[config.mk]
export PLATFORM = sky130hd
export DESIGN_NAME = nmt_cell
export DESIGN_NICKNAME = d
export VERILOG_FILES = /design/src/nmt_pkg.sv /design/src/nmt_cell.sv
export SDC_FILE = /design/constraint.sdc
export NUM_CORES = 1
export LEC_CHECK = 0
export BUFFER_PORTS_ARGS = -buffer_cell sky130_fd_sc_hd__buf_2
export CAP_MARGIN = 20
export CORE_AREA = 4 4 455 457
export CTS_CLUSTER_SIZE = 8
export DETAILED_ROUTE_END_ITERATION = 10
export DIE_AREA = 0 0 459 461
export PLACE_DENSITY_LB_ADDON = 0.1
export SYNTH_ARGS = -nofsm -noshare
export SYNTH_HDL_FRONTEND = slang
export SYNTH_SLANG_ARGS = --single-unit
[constraint.sdc]
create_clock -name clock -period 22.9 [get_ports clock]
set_input_delay 2.29 -clock clock [delete_from_list [all_inputs] [get_ports clock]]
set_output_delay 2.29 -clock clock [all_outputs]
set_load 0.01 [all_outputs]
[src/nmt_pkg.sv]
`timescale 1ns / 1ps
// ----------------------------------------------------------------------------
// NAT mapping table package
// Request, response and cell payload types, operation and status codes.
// ----------------------------------------------------------------------------
package nmt_pkg;

   typedef enum logic [1:0] {
      OP_ADD    = 2'd0,
      OP_DELETE = 2'd1,
      OP_LOOKUP = 2'd2,
      OP_CLEAR  = 2'd3
   } op_type;

   localparam logic [1:0] ST_OK        = 2'd0;
   localparam logic [1:0] ST_NOT_FOUND = 2'd1;
   localparam logic [1:0] ST_FULL      = 2'd2;
   localparam logic [1:0] ST_TOO_MANY  = 2'd3;

   typedef struct packed {
      logic [1:0]  op;
      logic [63:0] orig_addr_hi;
      logic [63:0] orig_addr_lo;
      logic [15:0] orig_l4_port;
      logic [63:0] xlated_addr_hi;
      logic [63:0] xlated_addr_lo;
      logic [15:0] xlated_l4_port;
   } req_type;

   typedef struct packed {
      logic [1:0]  status;
      logic        match_valid;
      logic [63:0] match_addr_hi;
      logic [63:0] match_addr_lo;
      logic [15:0] match_port;
      logic        last;
   } rsp_type;

   typedef struct packed {
      logic [63:0] orig_hi;
      logic [63:0] orig_lo;
      logic [15:0] orig_l4_port;
      logic [63:0] xlated_hi;
      logic [63:0] xlated_lo;
      logic [15:0] xlated_l4_port;
   } entry_type;

   typedef struct packed {
      logic rotate;
      logic shift;
      logic load;
      logic clear;
   } cell_ctl_type;

endpackage

[src/nmt_cell.sv]
`timescale 1ns / 1ps
// ----------------------------------------------------------------------------
// NAT mapping table cell
// Holds one mapping slot; takes its neighbour's slot on rotate or shift down.
// ----------------------------------------------------------------------------
module nmt_cell #(
   parameter int IDX_W = 6,
   parameter int CNT_W = 7,
   parameter int INDEX = 0
) (
   input  logic                 clock,
   input  logic                 reset,
   input  nmt_pkg::cell_ctl_type ctl,
   input  logic [IDX_W-1:0]     shift_from,
   input  logic [CNT_W-1:0]     load_at,
   input  nmt_pkg::entry_type   load_entry,
   input  nmt_pkg::entry_type   below_entry,
   input  logic                 below_valid,
   input  nmt_pkg::entry_type   above_entry,
   input  logic                 above_valid,
   output nmt_pkg::entry_type   entry,
   output logic                 valid
);

   nmt_pkg::entry_type entry_ff, entry_in;
   logic               valid_ff, valid_in;

   always_comb begin
      entry_in = entry_ff;
      valid_in = valid_ff;
      if (ctl.clear) begin
         valid_in = 1'b0;
      end else if (ctl.rotate) begin
         entry_in = below_entry;
         valid_in = below_valid;
      end else if (ctl.shift && (IDX_W'(INDEX) >= shift_from)) begin
         entry_in = above_entry;
         valid_in = above_valid;
      end else if (ctl.load && (CNT_W'(INDEX) == load_at)) begin
         entry_in = load_entry;
         valid_in = 1'b1;
      end
   end

   always_ff @(posedge clock) begin
      entry_ff <= entry_in;
      if (reset) begin
         valid_ff <= 1'b0;
      end else begin
         valid_ff <= valid_in;
      end
   end

   assign entry = entry_ff;
   assign valid = valid_ff;

endmodule
==> results of run 1 <==
==> layer usage <==
| layer | global-route usage [%] | vias up |
|---|---|---|
| li1 | - | 6957 |
| met1 | 13.6 | 7004 |
| met2 | 20.4 | 985 |
| met3 | 6.02 | 285 |
| met4 | 2.71 | 102 |
| met5 | 0 | - |
==> stage by stage <==
stage | total power, W | hold slack [ns]
finish | 0.00164 | 0.618
global placement | 0.000933 | 0.619
CTS | 0.00170 | 0.628
global route | 0.00174 | 0.678
floorplan | 0.000747 | 0.636
detailed placement | 0.000929 | 0.613
==> synth_stat cells <==
master	n
o311a_1	1
nor2_1	2
inv_1	1
o21ai_0	288
mux2i_1	288
a21oi_1	2
dfxtp_1	1
a211oi_1	1
nor4_1	2
nand2_1	289
clkbuf_1	56
nor4b_1	1
buf_2	40
edfxtp_1	288
nand3_1	2
==> cell type report <==
cell class,count,area (µm²)
fillers,23600,178000
flip-flops and latches,289,8670
repair buffers,1189,6050
multi-input cells,876,5500
well taps,2688,3360
clock buffers,66,1320
clock inverters,15,133
diodes,27,67.6
inverters,1,3.75
==> worst max path at each step <==
| stage | depth (start not counted) | start | slack (ns) | to |
|---|---|---|---|---|
| after floorplan | 5 | shift_from[5] | 5.13 | entry[0] |
| after global placement | 6 | shift_from[5] | 17.02 | entry[253] |
| after detailed placement | 6 | shift_from[5] | 17.10 | entry[251] |
| after CTS | 6 | shift_from[5] | 17.85 | entry[107] |
| after global routing | 6 | shift_from[5] | 17.78 | entry[247] |
| final | 6 | shift_from[5] | 17.88 | entry[246] |
==> worst max-delay path, cell delays in order <==
cell	delay, ns
buf_2	0.09
nor4_1	0.46
nand3_4	0.38
a21oi_4	0.25
buf_12	0.56
buf_4	0.81
==> power groups by stage <==
stage / Clock [W] / Sequential, W / Combinational [W]
after floorplan: 0 / 0.000688 / 0.0000595
after global placement: 0 / 0.000659 / 0.000274
after detailed placement: 0 / 0.000658 / 0.000271
after CTS: 0.000784 / 0.000648 / 0.000272
after global routing: 0.000801 / 0.000650 / 0.000286
final: 0.000736 / 0.000646 / 0.000258
==> flip-flops by register name (all words and copies together), names as in the netlist <==
signal  flops
valid       1
entry     288
==> kinds of logic after synthesis <==
kind of cell           after synthesis  synth area share (%)
AND/OR/NAND/NOR                    296                  7.72
buffers and inverters               97                  2.84
multiplexers                       288                  19.8
flip-flops                         289                  59.5
AO/OA/AOI/OAI                      292                  10.1
==> metrics.cfg, run 1 <==
[status]
status=finished clean

[worst_hold_path]
hold_path.class=register to register
hp-start=valid
min_delay_path_depth=3
hold_end=valid

[placement]
dpl.hpwl_mm=113
port_buffers=1173
dpl_worst_slack_ns=17.10
placed_cells=5043
globalplace.congestion=0.775
placed_area_mm2=0.0236

[grt]
antenna_found_initial=158
grt_first_pass_wirelength_mm=168
grt_use_total_pct=12.0
grt_max_degree=176
gr-total-overflow=0
grt_pass1_vias=16200

[die]
io_pins=1174
rows=166
die-height_um=461
fp.dieW_um=459
core-area_mm2=0.204
dieArea_mm2=0.212
initial_utilization_pct=7.15

[clock_tree]
cts_tree=done
post_cts_buffers=0
root_buffer=clkbuf_16
clock_latency_ns=0.64
htreeDepth=2
clkSlewWorstSetupHoldPaths_ns=0.06
cts_sinks=289
cts_hold_buf=0
ctsResizeCount=0
cts_buffers=48
clock_path_buffers=3

[timing]
tightest_slew_ns=1.08
final.period_utilization_pct=21.9
grt_setup_unrepaired=no
max_slew_margin_pct=27.9
worst_slack_ns=17.88
period_needed_ns=5.02
max_freq_ghz=0.199
final_hold_viol_count=0
slew_viol_final=0
setup_tns_ns=0
fin_skew_ns=0
setup_viol=0

[power_and_ir_drop]
p_sw_w=0.000482
combPwrFrac_pct=15.7
p_int_w=0.00116
power.density_mw_per_mm2=65.3
p_leak_nw=12.0
p_sw_share_pct=29.4
peakVddDrop_v=0.0000477
p_seq_share_pct=39.4
clock_power_share_pct=44.9

[yosys]
synth_top_area_cell=edfxtp_1
avgSynthCellArea_um2=11.5
synth_area_leaders=edfxtp_1, mux2i_1, o21ai_0, nand2_1, clkbuf_1
synth_top_area_share_pct=59.4
ys_warn_count=0
seq_area_frac_synth_pct=59.5
synth_seq_cells=289
synth_fp_nets=2147
netlist_area_mm2=0.0146
synthCells=1262
synth.lib_cells_used.distinct=15

[critical_path]
rr_startpoint=valid
path_class=input port to register
rr_endpoint=valid
cp.required_ns=23.17
arrival_ns=5.30
worstSetupEndpointType=register
rrSetupSlack_ns=22.15
crit_fanout=131
r2r_cells=3
startpoint_type=input port

[finish]
fin_cells=5151
fin_area_mm2=0.0251
final_cell_mix=buf_2, nand2_1, mux2i_1, o21ai_0, edfxtp_1
final_common_cell=buf_2
finish.utilization_pct=12.3
finalNetCount=3290
areaGrowthSynthToFinish_pct=72.5
drive_gt1_share_pct=51.3

[routing]
post_drt_wl_per_cell_um=26.1
routed_wl_mm=134
drt_pass1_iterations=5
ant_nets=0
num_vias=15300
drt_iter0_drc=679
drc_errors=0
wl_met2_mm=62.9
viasPerCell=2.98
met1_length_mm=51.9
met3WireLength_mm=15.3
routed.top_layer=met5

[job]
maxCapViolations=0

(Power assumes the default switching activity.)
==> run 2, diff against run 1 <==
--- a/config.mk
+++ b/config.mk
@@ -5,12 +5,13 @@
 export SDC_FILE = /design/constraint.sdc
 export NUM_CORES = 1
 export LEC_CHECK = 0
+export ABC_AREA = 1
 export BUFFER_PORTS_ARGS = -buffer_cell sky130_fd_sc_hd__buf_2
 export CAP_MARGIN = 20
-export CORE_AREA = 4 4 455 457
+export CORE_AREA = 4 4 449 451
 export CTS_CLUSTER_SIZE = 8
 export DETAILED_ROUTE_END_ITERATION = 10
-export DIE_AREA = 0 0 459 461
+export DIE_AREA = 0 0 453 455
 export PLACE_DENSITY_LB_ADDON = 0.1
 export SYNTH_ARGS = -nofsm -noshare
 export SYNTH_HDL_FRONTEND = slang
==> constraint.sdc (replaced) <==
create_clock -name clock -period 4.3 [get_ports clock]
set_input_delay 0.43 -clock clock [delete_from_list [all_inputs] [get_ports clock]]
set_output_delay 0.43 -clock clock [all_outputs]
set_load 0.01 [all_outputs]
==> metrics.cfg, run 2 <==
[status]
status=finished clean  ; unchanged

[routing]
drc_errors=0  ; unchanged
drt_iter0_drc=1070  ; was 679
drt_pass1_iterations=7  ; was 5
post_drt_wl_per_cell_um=21.5  ; was 26.1 µm
viasPerCell=3.26  ; was 2.98
ant_nets=0  ; unchanged
routed_wl_mm=133  ; was 134 mm
num_vias=20200  ; was 15300

[critical_path]
path_class=input port to register  ; unchanged
arrival_ns=2.53  ; was 5.30 ns
crit_chain=buf_2 -> inv_12 -> nand2_4 -> nor2_4 -> buf_12 -> buf_12 -> nand3b_1 -> nand3_1 -> nand2_1  ; was buf_2 -> nor4_1 -> nand3_4 -> a21oi_4 -> buf_12 -> buf_4
worstSetupEndpointType=register  ; unchanged
cpMostUsedCell=buf_12
startpoint_type=input port  ; unchanged
crit_fanout=103  ; was 131
cp.required_ns=4.68  ; was 23.17 ns
slowest_stage=buf_12  ; was buf_4
slowest_delay_ns=0.36  ; was 0.81 ns

[timing]
grt_setup_unrepaired=no  ; unchanged
fin_skew_ns=0  ; unchanged
max_freq_ghz=0.464
setup_viol=0  ; unchanged
setup_tns_ns=0  ; unchanged
final_hold_viol_count=0  ; unchanged
period_needed_ns=2.15
slew_viol_final=0  ; unchanged
max_slew_margin_pct=33.0  ; was 27.9%
final.period_utilization_pct=50.1
tightest_slew_ns=1.01  ; was 1.08 ns
holdWs_ns=0.0994  ; was 0.618 ns

[finish]
fin_cells=6206  ; was 5151
finalNetCount=4395  ; was 3290
multi_input_area_mm2=0.00699  ; was 0.00550 mm²
seqCellArea_mm2=0.00867  ; unchanged
final_cell_mix=buf_2, nand2_1, inv_1  ; was buf_2, nand2_1, mux2i_1, o21ai_0, edfxtp_1
finish.utilization_pct=15.2  ; was 12.3%
areaGrowthSynthToFinish_pct=71.3  ; was 72.5%
num-fill-cells=23000  ; was 23600
final_common_cell=buf_2  ; unchanged
largest_reg_flops=288  ; unchanged
drive_gt1_share_pct=36.0  ; was 51.3%

[clock_tree]
clock_latency_ns=0.63  ; was 0.64 ns
root_buffer=clkbuf_16  ; unchanged
clock_path_buffers=3  ; unchanged
post_cts_buffers=0  ; unchanged
clkSlewWorstSetupHoldPaths_ns=0.05  ; was 0.06 ns
htreeDepth=2  ; unchanged
cts_buffers=48  ; unchanged
cts_tree=done  ; unchanged
cts_sinks=289  ; unchanged

[power_and_ir_drop]
peakVddDrop_v=0.000250  ; was 0.0000477 V
power.density_mw_per_mm2=301  ; was 65.3 mW/mm²
p_leak_nw=14.5  ; was 12.0 nW

[die]
dieArea_mm2=0.206  ; was 0.212 mm²
core-area_mm2=0.197  ; was 0.204 mm²
initial_utilization_pct=8.88  ; was 7.15%
io_pins=1174  ; unchanged
rows=163  ; was 166
die-height_um=455  ; was 461 µm
fp.dieW_um=453  ; was 459 µm

[placement]
dpl.hpwl_mm=102  ; was 113 mm
placed_cells=5895  ; was 5043
port_buffers=1173  ; unchanged
globalplace.congestion=0.831  ; was 0.775

[worst_hold_path]
hold_path.class=input port to register  ; was register to register

[yosys]
synth_ff_type=edfxtp_1  ; unchanged
ys_warn_count=0  ; unchanged
synth_top_area_cell=edfxtp_1  ; unchanged
async_reset_ff_share_pct=0  ; unchanged
synth_commonest_cells=nand2_1, inv_1, nand3_1, edfxtp_1, nand3b_1  ; was nand2_1, edfxtp_1, mux2i_1, o21ai_0, clkbuf_1
synth_fp_nets=3096  ; was 2147
avgSynthCellArea_um2=7.92  ; was 11.5 µm²
synth_most_common_cell=nand2_1  ; unchanged
netlist_area_mm2=0.0175  ; was 0.0146 mm²
synth_area_leaders=edfxtp_1, nand2_1, nand3b_1, nand3_1, inv_1  ; was edfxtp_1, mux2i_1, o21ai_0, nand2_1, clkbuf_1
synth_edf_count=288  ; unchanged
synth_seq_cells=289  ; unchanged
synth_top_area_share_pct=49.4  ; was 59.4%
synthCells=2211  ; was 1262
synth.lib_cells_used.distinct=16  ; was 15
seq_area_frac_synth_pct=49.5  ; was 59.5%

[grt]
grt_pass1_vias=20900  ; was 16200
grt_first_pass_wirelength_mm=175  ; was 168 mm
grt_use_total_pct=12.2  ; was 12.0%
gr-total-overflow=0  ; unchanged
antenna_found_initial=66  ; was 158
grt_max_degree=111  ; was 176

[job]
maxCapViolations=0  ; unchanged

## run 2: cell count changes in the layout (fill, tap and decap cells not counted), moves of 205 or more
| cell | before | now |
|---|---|---|
| mux2i_1 | 288 | 0 |
| nand3b_1 | 0 | 288 |
| nand2_1 | 289 | 869 |
| dlygate4sd3_1 | 0 | 205 |
| nand3_1 | 1 | 288 |
| o21ai_0 | 288 | 1 |
| inv_1 | 1 | 296 |
## run 2: final cells by class
class | instances | area share (%)
Sequential cell | 289 | 28.9
Timing Repair Buffer | 1407 | 27.9
Antenna cell | 24 | 0.200
Inverter | 303 | 3.91
Clock inverter | 16 | 0.434
Multi-Input combinational cell | 1461 | 23.3
Tap cell | 2640 | 11.0
Clock buffer | 66 | 4.30
## run 2: kinds of logic after synthesis
kind of cell,count (synthesis),share of synthesized area (%)
buf+inv,461,10.8
compound gates,1,0.0286
flops,289,49.5
simple gates,1460,39.6
## run 2: per-stage QoR
| step | total power, W | setup slack [ns] | instance area, µm² |
|---|---|---|---|
| 2_1_floorplan | 0.00413 | -1.42 | 17600 |
| 3_3_place_gp | 0.00520 | 1.52 | 26500 |
| 3_5_place_dp | 0.00517 | 1.53 | 26500 |
| 4_1_cts | 0.00939 | 2.29 | 29900 |
| 5_1_grt | 0.00958 | 2.15 | 30000 |
| 6_report | 0.00904 | 2.15 | 30000 |
## run 2: layer usage
layer	routed length, µm	global-route usage (%)	vias to the layer above
met5	253	0	-
met4	4110	4.44	40
met3	9430	3.47	190
met2	68100	21.8	775
met1	51500	13.7	9475
li1	-	-	9722
## run 2: worst max-delay path: cells and delay by family
kind / cells / cell delay, ns
AND/OR/NAND/NOR: 5 / 0.75
buffers and inverters: 4 / 0.94
## run 2: what timing repair did
item / 4_1_cts / 5_1_grt
hold buffers: 205 / 0
hold endpoints to repair: 205 / 0
gates resized for setup: 0 / 0
## run 2: final timing paths
| path | depth (start not counted) | start | endpoint | slack, ns |
|---|---|---|---|---|
| hold / removal | 3 | below_entry[242] | entry[242] | 0.1 |
| hold reg to reg | 2 | valid | valid | 0.54 |
| setup reg to reg | 2 | valid | valid | 3.69 |
| setup / recovery | 9 | shift_from[1] | entry[100] | 2.15 |
## run 2: where the power goes
group          internal [W]  switching [W]
Combinational      0.000772        0.00102
Clock               0.00219        0.00163
Sequential          0.00337      0.0000575
==> run 3, diff against run 2 <==
==> constraint.sdc (replaced) <==
create_clock -name clock -period 1.8 [get_ports clock]
set_input_delay 0.18 -clock clock [delete_from_list [all_inputs] [get_ports clock]]
set_output_delay 0.18 -clock clock [all_outputs]
set_load 0.01 [all_outputs]
==> metrics.cfg, run 3 (synthesis results as in run 2) <==
[job]
maxCapViolations=0  ; unchanged

[grt]
gr-total-overflow=0  ; unchanged
antenna_found_initial=49  ; was 66
grt_use_total_pct=12.5  ; was 12.2%
grt_first_pass_wirelength_mm=183  ; was 175 mm
grt_max_degree=66  ; was 111
grt_pass1_vias=23800  ; was 20900

[clock_tree]
htreeDepth=2  ; unchanged
cts_buffers=48  ; unchanged
post_cts_buffers=0  ; unchanged
cts_sinks=289  ; unchanged
clock_path_buffers=3  ; unchanged
cts_tree=done  ; unchanged
clock_latency_ns=0.62  ; was 0.63 ns
clkSlewWorstSetupHoldPaths_ns=0.05  ; about the same
root_buffer=clkbuf_16  ; unchanged

[routing]
num_vias=22300  ; was 20200
drt_pass1_iterations=6  ; was 7
viasPerCell=3.32  ; was 3.26
drc_errors=0  ; unchanged
routed_wl_mm=136  ; was 133 mm
drt_iter0_drc=1196  ; was 1070
post_drt_wl_per_cell_um=20.3  ; was 21.5 µm
ant_nets=0  ; unchanged

[placement]
dpl_worst_slack_ns=-0.242  ; was 1.53 ns
dpl.hpwl_mm=113  ; was 102 mm
globalplace.congestion=0.846  ; was 0.831
port_buffers=1173  ; unchanged

[finish]
multi_input_area_mm2=0.00699  ; unchanged
drive_gt1_share_pct=35.1  ; was 36.0%
final_cell_mix=buf_2, nand2_1, dlygate4sd3_1, inv_1  ; was buf_2, nand2_1, inv_1
seqCellArea_mm2=0.00867  ; unchanged
finish.utilization_pct=17.9  ; was 15.2%
final_common_cell=buf_2  ; unchanged
largest_reg_flops=288  ; unchanged
num-fill-cells=22800  ; was 23000
areaGrowthSynthToFinish_pct=102  ; was 71.3%
finalNetCount=4920  ; was 4395

[timing]
slew_viol_final=0  ; unchanged
max_freq_ghz=0.556
worst_slack_ns=0.000101  ; was 2.15 ns
setup_tns_ns=0  ; unchanged
final.period_utilization_pct=100
period_needed_ns=1.80
fin_skew_ns=0  ; unchanged
tightest_slew_ns=0.480  ; was 1.01 ns
setup_viol=0  ; unchanged
final_hold_viol_count=0  ; unchanged
max_slew_margin_pct=68.0  ; was 33.0%
grt_setup_unrepaired=no  ; unchanged

[power_and_ir_drop]
power.density_mw_per_mm2=637  ; was 301 mW/mm²
peakVddDrop_v=0.000569  ; was 0.000250 V
p_leak_nw=17.1  ; was 14.5 nW
total_power_w=0.0225  ; was 0.00904 W

[critical_path]
crit_fanout=32  ; was 103
rrSetupSlack_ns=1.23  ; was 3.69 ns
arrival_ns=2.17  ; was 2.53 ns
cp.required_ns=2.17  ; was 4.68 ns
rr_startpoint=valid  ; unchanged
startpoint_type=input port  ; unchanged
r2r_cells=2  ; unchanged
path_class=input port to register  ; unchanged
endpoint=entry[135]  ; was entry[100]
rr_endpoint=valid  ; unchanged
worstSetupEndpointType=register  ; unchanged
critPathLaunch=shift_from[1]  ; unchanged

[die]
dieArea_mm2=0.206  ; unchanged
die-height_um=455  ; unchanged
fp.dieW_um=453  ; unchanged
rows=163  ; unchanged
core-area_mm2=0.197  ; unchanged
initial_utilization_pct=8.88  ; unchanged
io_pins=1174  ; unchanged

[worst_hold_path]
hold_path.class=input port to register  ; unchanged

[status]
status=finished clean  ; unchanged

-- run 3: cell types whose count changed in the layout (fill, tap and decap cells not counted) --
| cell | delta |
|---|---|
| clkinv_2 | +1 |
| clkbuf_1 | +1 |
| dlygate4sd3_1 | +371 |
| buf_6 | +1 |
| buf_4 | +115 |
| inv_6 | -2 |
| clkinv_1 | -2 |
| buf_16 | +2 |
| diode_2 | -13 |
| buf_12 | +36 |
-- run 3: worst max-delay path, stage by stage --
cell and delay [ns]:
buf_2 0.15, inv_12 0.06, nand2_4 0.05, nor2_4 0.19
buf_12 0.17, buf_16 0.19, buf_16 0.23, nand3b_1 0.11
nand3_1 0.09, nand2_1 0.05, dlygate4sd3_1 0.55
-- run 3: metrics by stage --
stage / hold slack (ns) / cells / area, µm²
after floorplan: 0.353 / 2211 / 17600
after global placement: 0.456 / 6049 / 28100
after detailed placement: 0.454 / 6049 / 28100
after CTS: 0.00178 / 6705 / 35300
after global routing: 0.0423 / 6712 / 35300
final: 0.0774 / 6716 / 35300
-- run 3: worst min-delay path by stage --
stage	end	from	cells after the start	slack [ns]
global route	entry[55]	above_entry[55]	4	0.04
detailed placement	entry[153]	below_entry[153]	3	0.45
CTS	valid	ctl[3]	6	0.002
global placement	entry[42]	below_entry[42]	3	0.46
floorplan	valid	reset	3	0.35
finish	entry[55]	load_entry[55]	5	0.08
-- run 3: where the power goes --
part | switching, W | leakage (nW) | total (W) | internal, W
Combinational | 0.00265 | 13.7 | 0.00546 | 0.00281
Sequential | 0.000151 | 2.66 | 0.00819 | 0.00804
Clock | 0.00363 | 0.679 | 0.00884 | 0.00521
-- run 3: layout make-up --
type,count,area share (%)
antenna,11,0.0780
clock buffer,67,3.66
clock inverter,13,0.312
inverter,303,3.32
multi-input combinational,1461,19.8
sequential,289,24.5
tap,2640,9.36
timing repair buffer,1932,38.9
-- run 3: metal layers --
layer / global-route usage (%) / routed length (µm)
met2: 23.6 / 71600
met3: 3.09 / 8630
met4: 2.67 / 2800
met1: 14.0 / 53100
met5: 0 / 176
-- run 3: timing repair --
item | 4_1_cts | 5_1_grt
endpoints found under the setup margin | 0 | 5
gates resized for setup | 0 | 3
hold buffers | 576 | 0
endpoints found under the hold margin | 289 | 0
